===== src/rtl/assert_macros.svh =====
// ----------------------------------------------------------------------------
// Assertion macros
// Shared concurrent assertion forms, clocked on clk and disabled in reset.
// ----------------------------------------------------------------------------
`ifndef ASSERT_MACROS_SVH
`define ASSERT_MACROS_SVH

// Same-cycle implication.
`define AST_IMP(label, ante, cons) \
  label: assert property (@(posedge clk) disable iff (!rst_n) (ante) |-> (cons)) \
    else $error("assertion failed");

// Next-cycle implication.
`define AST_NXT(label, ante, cons) \
  label: assert property (@(posedge clk) disable iff (!rst_n) (ante) |=> (cons)) \
    else $error("assertion failed");

`endif


===== src/rtl/mrpt_pkg.sv =====
// ----------------------------------------------------------------------------
// Miller-Rabin prime test package
// Types, command and status records and the witness table.
// ----------------------------------------------------------------------------
`default_nettype none

package mrpt_pkg;

  localparam int W       = 63;
  localparam int NUM_WIT = 12;

  typedef logic [W-1:0] word_t;
  typedef logic [3:0]   widx_t;
  typedef logic [5:0]   cnt_t;

  typedef enum logic [3:0] {
    OP_NONE, OP_LOAD, OP_SHIFT_D, OP_INIT_W, OP_REDUCE_B,
    OP_MUL, OP_SHIFT_E, OP_SET_I, OP_INC_I, OP_NEXT_W
  } op_t;

  typedef enum logic [1:0] {
    MS_ACC_B, MS_B_B, MS_ACC_ACC
  } msel_t;

  typedef struct packed {
    op_t   op;
    msel_t msel;
  } cmd_t;

  typedef struct packed {
    logic m_lt2;
    logic m_eq_w;
    logic d_lsb;
    logic b_ge_m;
    logic e_zero;
    logic e_lsb;
    logic acc_one;
    logic acc_mm1;
    logic i_lt_twos;
    logic k_last;
    logic mul_busy;
  } stat_t;

  typedef enum logic [3:0] {
    ST_IDLE, ST_CHECK, ST_STRIP, ST_WIT, ST_REDUCE, ST_EXP, ST_MUL_A,
    ST_MUL_B, ST_CHK1, ST_SQ, ST_MUL_S, ST_NEXTW, ST_DONE
  } state_t;

  function automatic word_t witness_val(widx_t k);
    logic [5:0] v;
    begin
      unique case (k)
        4'd0:    v = 6'd2;
        4'd1:    v = 6'd3;
        4'd2:    v = 6'd5;
        4'd3:    v = 6'd7;
        4'd4:    v = 6'd11;
        4'd5:    v = 6'd13;
        4'd6:    v = 6'd17;
        4'd7:    v = 6'd19;
        4'd8:    v = 6'd23;
        4'd9:    v = 6'd29;
        4'd10:   v = 6'd31;
        4'd11:   v = 6'd37;
        default: v = 6'd0;
      endcase
      return word_t'(v);
    end
  endfunction

endpackage

`default_nettype wire


===== src/rtl/mrpt_datapath.sv =====
// ----------------------------------------------------------------------------
// Miller-Rabin datapath
// Operand registers, counters and a bit-serial modular multiplier.
// ----------------------------------------------------------------------------
`default_nettype none
`include "assert_macros.svh"

module mrpt_datapath (
  input  wire logic            clk,
  input  wire logic            rst_n,
  input  wire mrpt_pkg::word_t candidate,
  input  wire mrpt_pkg::cmd_t  cmd,
  output mrpt_pkg::stat_t      stat
);
  import mrpt_pkg::*;

  word_t m_r, m_nxt, mm1_r, mm1_nxt, d_r, d_nxt;
  word_t acc_r, acc_nxt, b_r, b_nxt, e_r, e_nxt;
  cnt_t  twos_r, twos_nxt, i_r, i_nxt;
  widx_t k_r, k_nxt;
  word_t mx_r, mx_nxt, my_r, my_nxt, macc_r, macc_nxt;
  cnt_t  mbit_r, mbit_nxt;
  logic  mphase_r, mphase_nxt, mbusy_r, mbusy_nxt;
  msel_t mdest_r, mdest_nxt;

  logic [W:0] sum, red;
  word_t      mnew;

  // One modular addition per cycle: doubling in phase 0, adding x in phase 1.
  assign sum  = {1'b0, macc_r} + {1'b0, (mphase_r ? mx_r : macc_r)};
  assign red  = (sum >= {1'b0, m_r}) ? (sum - {1'b0, m_r}) : sum;
  assign mnew = my_r[W-1] ? red[W-1:0] : macc_r;

  always_comb begin
    m_nxt = m_r;  mm1_nxt = mm1_r;  d_nxt = d_r;  acc_nxt = acc_r;
    b_nxt = b_r;  e_nxt = e_r;  twos_nxt = twos_r;  i_nxt = i_r;  k_nxt = k_r;
    mx_nxt = mx_r;  my_nxt = my_r;  macc_nxt = macc_r;  mbit_nxt = mbit_r;
    mphase_nxt = mphase_r;  mbusy_nxt = mbusy_r;  mdest_nxt = mdest_r;

    unique case (cmd.op)
      OP_LOAD: begin
        m_nxt    = candidate;
        mm1_nxt  = candidate - word_t'(1);
        d_nxt    = candidate - word_t'(1);
        twos_nxt = '0;
        k_nxt    = '0;
      end
      OP_SHIFT_D: begin
        d_nxt    = d_r >> 1;
        twos_nxt = twos_r + cnt_t'(1);
      end
      OP_INIT_W: begin
        b_nxt   = witness_val(k_r);
        acc_nxt = word_t'(1);
        e_nxt   = d_r;
      end
      OP_REDUCE_B: b_nxt = b_r - m_r;
      OP_MUL: begin
        unique case (cmd.msel)
          MS_ACC_B:   begin mx_nxt = acc_r; my_nxt = b_r;   end
          MS_B_B:     begin mx_nxt = b_r;   my_nxt = b_r;   end
          MS_ACC_ACC: begin mx_nxt = acc_r; my_nxt = acc_r; end
          default:    begin mx_nxt = acc_r; my_nxt = acc_r; end
        endcase
        macc_nxt   = '0;
        mbit_nxt   = cnt_t'(W - 1);
        mphase_nxt = 1'b0;
        mbusy_nxt  = 1'b1;
        mdest_nxt  = cmd.msel;
      end
      OP_SHIFT_E: e_nxt = e_r >> 1;
      OP_SET_I:   i_nxt = cnt_t'(1);
      OP_INC_I:   i_nxt = i_r + cnt_t'(1);
      OP_NEXT_W:  k_nxt = k_r + widx_t'(1);
      default: ;
    endcase

    if (mbusy_r) begin
      if (!mphase_r) begin
        macc_nxt   = red[W-1:0];
        mphase_nxt = 1'b1;
      end else begin
        macc_nxt   = mnew;
        my_nxt     = my_r << 1;
        mphase_nxt = 1'b0;
        mbit_nxt   = mbit_r - cnt_t'(1);
        if (mbit_r == '0) begin
          mbusy_nxt = 1'b0;
          if (mdest_r == MS_B_B) b_nxt = mnew;
          else acc_nxt = mnew;
        end
      end
    end
  end

  always_ff @(posedge clk) begin
    m_r <= m_nxt;  mm1_r <= mm1_nxt;  d_r <= d_nxt;  acc_r <= acc_nxt;
    b_r <= b_nxt;  e_r <= e_nxt;  twos_r <= twos_nxt;  i_r <= i_nxt;  k_r <= k_nxt;
    mx_r <= mx_nxt;  my_r <= my_nxt;  macc_r <= macc_nxt;  mbit_r <= mbit_nxt;
    mphase_r <= mphase_nxt;  mdest_r <= mdest_nxt;
    if (!rst_n) begin
      mbusy_r <= 1'b0;
    end else begin
      mbusy_r <= mbusy_nxt;
    end
  end

  always_comb begin
    stat.m_lt2     = (m_r[W-1:1] == '0);
    stat.m_eq_w    = (m_r == witness_val(k_r));
    stat.d_lsb     = d_r[0];
    stat.b_ge_m    = (b_r >= m_r);
    stat.e_zero    = (e_r == '0);
    stat.e_lsb     = e_r[0];
    stat.acc_one   = (acc_r == word_t'(1));
    stat.acc_mm1   = (acc_r == mm1_r);
    stat.i_lt_twos = (i_r < twos_r);
    stat.k_last    = (k_r == widx_t'(NUM_WIT - 1));
    stat.mul_busy  = mbusy_r;
  end

  `AST_IMP(a_no_restart, cmd.op == OP_MUL, !mbusy_r)
  `AST_NXT(a_mul_ends, mbusy_r && mphase_r && (mbit_r == '0), !mbusy_r)

endmodule

`default_nettype wire


===== config.mk =====
export PLATFORM = sky130hd
export DESIGN_NAME = mrpt_datapath
export DESIGN_NICKNAME = d
export VERILOG_FILES = /design/src/rtl/mrpt_pkg.sv /design/src/rtl/mrpt_datapath.sv
export VERILOG_INCLUDE_DIRS = /design/src /design/src/rtl
export SDC_FILE = /design/constraint.sdc
export NUM_CORES = 2
export LEC_CHECK = 0
export ABC_AREA = 1
export BUFFER_PORTS_ARGS = -buffer_cell sky130_fd_sc_hd__buf_4
export CORE_ASPECT_RATIO = 1.4
export CORE_MARGIN = 8
export CORE_UTILIZATION = 35
export CTS_CLUSTER_SIZE = 14
export DETAILED_ROUTE_END_ITERATION = 8
export GPL_ROUTABILITY_DRIVEN = 0
export PLACE_DENSITY_LB_ADDON = 0.3
export SLEW_MARGIN = 20
export SYNTH_ARGS = -nofsm -noshare
export SYNTH_HDL_FRONTEND = slang
export SYNTH_SLANG_ARGS = --single-unit
export TNS_END_PERCENT = 50

===== constraint.sdc =====
create_clock -name clk -period 10.5 [get_ports clk]
set_clock_uncertainty 0.15 [all_clocks]
set_input_delay 2.625 -clock clk [delete_from_list [all_inputs] [get_ports clk]]
set_output_delay 2.625 -clock clk [all_outputs]
set_load 0.02 [all_outputs]

==> impl_metrics.tcl <==
set metrics [dict create \
    ff2ff_setup_slack_ps 2870 \
    synth-edff-count 397 \
    drc 0 \
    syn_nets 6893 \
    first_pass_iters 9 \
    critPathSlowestCell "nand2_4" \
    worst_path_most_repeated_cell "nand2_1" \
    tightest_slew_ps 1314 \
    syn_area_um2 44770 \
    drt-wirelength-per-cell_um 23.19 \
    die_area_um2 139800 \
    synth_top_area_share 0.2663 \
    clk_latency_ps 640 \
    synth.most_common_cell "nand2_1" \
    rr_endpoint "macc_r[7]" \
    grt_pass1_wl_mm 277.0 \
    ir_drop_v 0.0001334 \
    finalHoldViolations 0 \
    vias 45963 \
    cts_resized 0 \
    min_path_cells 2 \
    cts_max_level 2 \
    die_h_um 439.2 \
    hp-class "flip-flop to flip-flop" \
    antenna_left 0 \
    drive_above_1_share 0.04875 \
    cts_buffers 55 \
    cp_slowest_stage_delay_ps 580 \
    yosysTopAreaCell "edfxtp_1" \
    design.core.area_um2 127200 \
    powerDensity_nw_per_um2 163.6 \
    place_hpwl_mm 152.0 \
    critPathTopFamily "simple AND/OR/NAND/NOR gates" \
    rsz0062_at_grt "no" \
    post_cts_buffers 0 \
    cts-hold-fix-buffers 0 \
    yosys_register_bits 599 \
    initial_core_util 0.3519 \
    synthCells 6616 \
    ys_async_sr_fraction 0 \
    overflow 0 \
    hold_path_end "my_r[55]" \
    setup_viol 0 \
    setup_tns_ps 0 \
    cts-root-buf "clkbuf_16" \
    via_per_inst 5.538 \
    cts.sinks 599 \
    crit_path_end_kind "flip-flop" \
    grt_max_degree 129 \
    yosysSeqAreaShare 0.3566 \
    post-route-period-util 0.7263 \
    rows 155 \
    drv_slew 0 \
    start_kind "flip-flop" \
    numPortBuffers 81 \
    synthToLayoutAreaGrowth_pct 8.967 \
    crit_type "flip-flop to flip-flop" \
    wl_mm 192.5 \
    max_freq_ghz 0.1311 \
    synthTopCellsByCount "nand2_1 (2080), inv_1 (905), nand3_1 (581), nor2_1 (547), o21ai_0 (401)" \
    cts_tree "yes" \
    grt_pass1_vias 44025 \
    worstPathArrival_ps 7860 \
    ios 82 \
    holdWs_ps 319.8 \
    relSlewSlack 0.1147 \
    grtUsageTotal 0.2618 \
    cts.clk_slew.worst_paths_ps 70 \
    dr.first_iter.drc_count 5276 \
    layout_min_cycle_time_ps 7626 \
    die_x_um 318.3 \
    fin_util 0.3835 \
    r2r_start "mphase_r" \
    fillCellCount 13553 \
    critPathRequiredTime_ps 10740 \
    synth_flop_cell "edfxtp_1" \
    postSynthAreaPerCell_um2 6.768 \
    cap_viol_max_count 0 \
    netlist_top_cells_area "edfxtp_1 (27%), nand2_1 (17%), dfxtp_1 (9.0%)" \
    num-nets-final 6878 \
    crit_buf_inv 4 \
    r2r_cells 33 \
    yosysUniqueCellTypes 61 \
    ys.warnings.count 0 \
    status "finished, final reports clean" \
    antenna_found_initial 8 \
    p_leak_nw 22.35 \
    cts_max_path_buffers 3 \
    hp-start "my_r[54]" \
    path_max_fanout 128 \
]
[logic make-up after synthesis]
kind of cell / count (synthesis) / synth area share
AO/OA/AOI/OAI: 975 / 0.1188
XOR/XNOR: 192 / 0.03756
adder cells (fa/ha/maj): 206 / 0.05807
buffers and inverters: 1119 / 0.09652
flip-flops: 599 / 0.3566
multiplexers: 12 / 0.003018
AND/OR/NAND/NOR: 3513 / 0.3294
[layer usage]
metal,track usage,vias to the layer above,share of wire
met5,0,-,0.00021
met4,0.1991,6,0.095
met3,0.03724,687,0.082
met2,0.4448,2472,0.46
met1,0.2974,21189,0.36
li1,-,21609,-
[sequential cells by signal, indices dropped and copies added (netlist names), named ones only]
register  count
mm1_r        63
acc_r        63
twos_r        6
macc_r       63
d_r          63
mdest_r       2
my_r         63
mx_r         63
k_r           4
mphase_r      1
m_r          63
mbusy_r       1
b_r          63
mbit_r        6
i_r           6
e_r          63
[worst max-delay path by stage]
stage          startpoint          to  slack [ps]  cells after the start
3_3_place_gp     mphase_r   macc_r[7]        3300                     31
3_5_place_dp     mphase_r  macc_r[20]        3300                     31
4_1_cts          mphase_r  macc_r[18]        3270                     31
2_1_floorplan      cmd[5]      m_r[0]        1680                      3
5_1_grt          mphase_r   macc_r[7]        2540                     31
6_report         mphase_r   macc_r[7]        2870                     33
[area by class of cell]
class / instances / area (um2) / share of cell area
Multi-Input combinational cell: 4898 / 24570 / 0.5036
Sequential cell: 599 / 15970 / 0.3273
Inverter: 928 / 3490 / 0.07152
Tap cell: 1648 / 2062 / 0.04226
Clock buffer: 84 / 1609 / 0.03298
Timing Repair Buffer: 119 / 918.4 / 0.01882
Clock inverter: 18 / 153.9 / 0.003154
Antenna cell: 6 / 15.01 / 0.0003077
[worst min-delay path, delay by kind of cell, from the launching register on]
family,cells,cell delay (ps)
flip-flops,1,330
AND/OR/NAND/NOR,2,110
[power breakdown]
group / total, W / internal [W] / switching [W]
logic: 0.00293 / 0.000857 / 0.00207
clock network: 0.00207 / 0.00111 / 0.000958
registers: 0.00299 / 0.00275 / 0.000234
total: 0.00798 / 0.00472 / 0.00326
[per-stage QoR]
stage	worst slack (ps)	area (um2)	total power [W]	std cells
final	2874	48790	0.007981	8300
after global routing	2539	48780	0.008322	8296
after CTS	3269	48770	0.007871	8294
after detailed placement	3303	47000	0.005813	8192
after global placement	3303	47000	0.005798	8192
after floorplan	1679	44770	0.004845	6616
[placed cells by master (no fill, tap or decap), types with 17 or more instances in the layout]
cell	count
a21oi_1	357
buf_4	117
clkbuf_1	20
clkbuf_16	58
dfxtp_1	201
edfxtp_1	397
ha_1	203
inv_1	902
inv_2	21
nand2_1	2073
nand2_2	26
nand3_1	581
nand3b_1	21
nand4_1	75
nor2_1	541
nor3_1	54
nor4_1	67
o211ai_1	26
o21ai_0	400
o21ai_1	17
o21bai_1	44
o22ai_1	49
xnor2_1	60
xor2_1	132
Power figures use the tool's default switching activity.
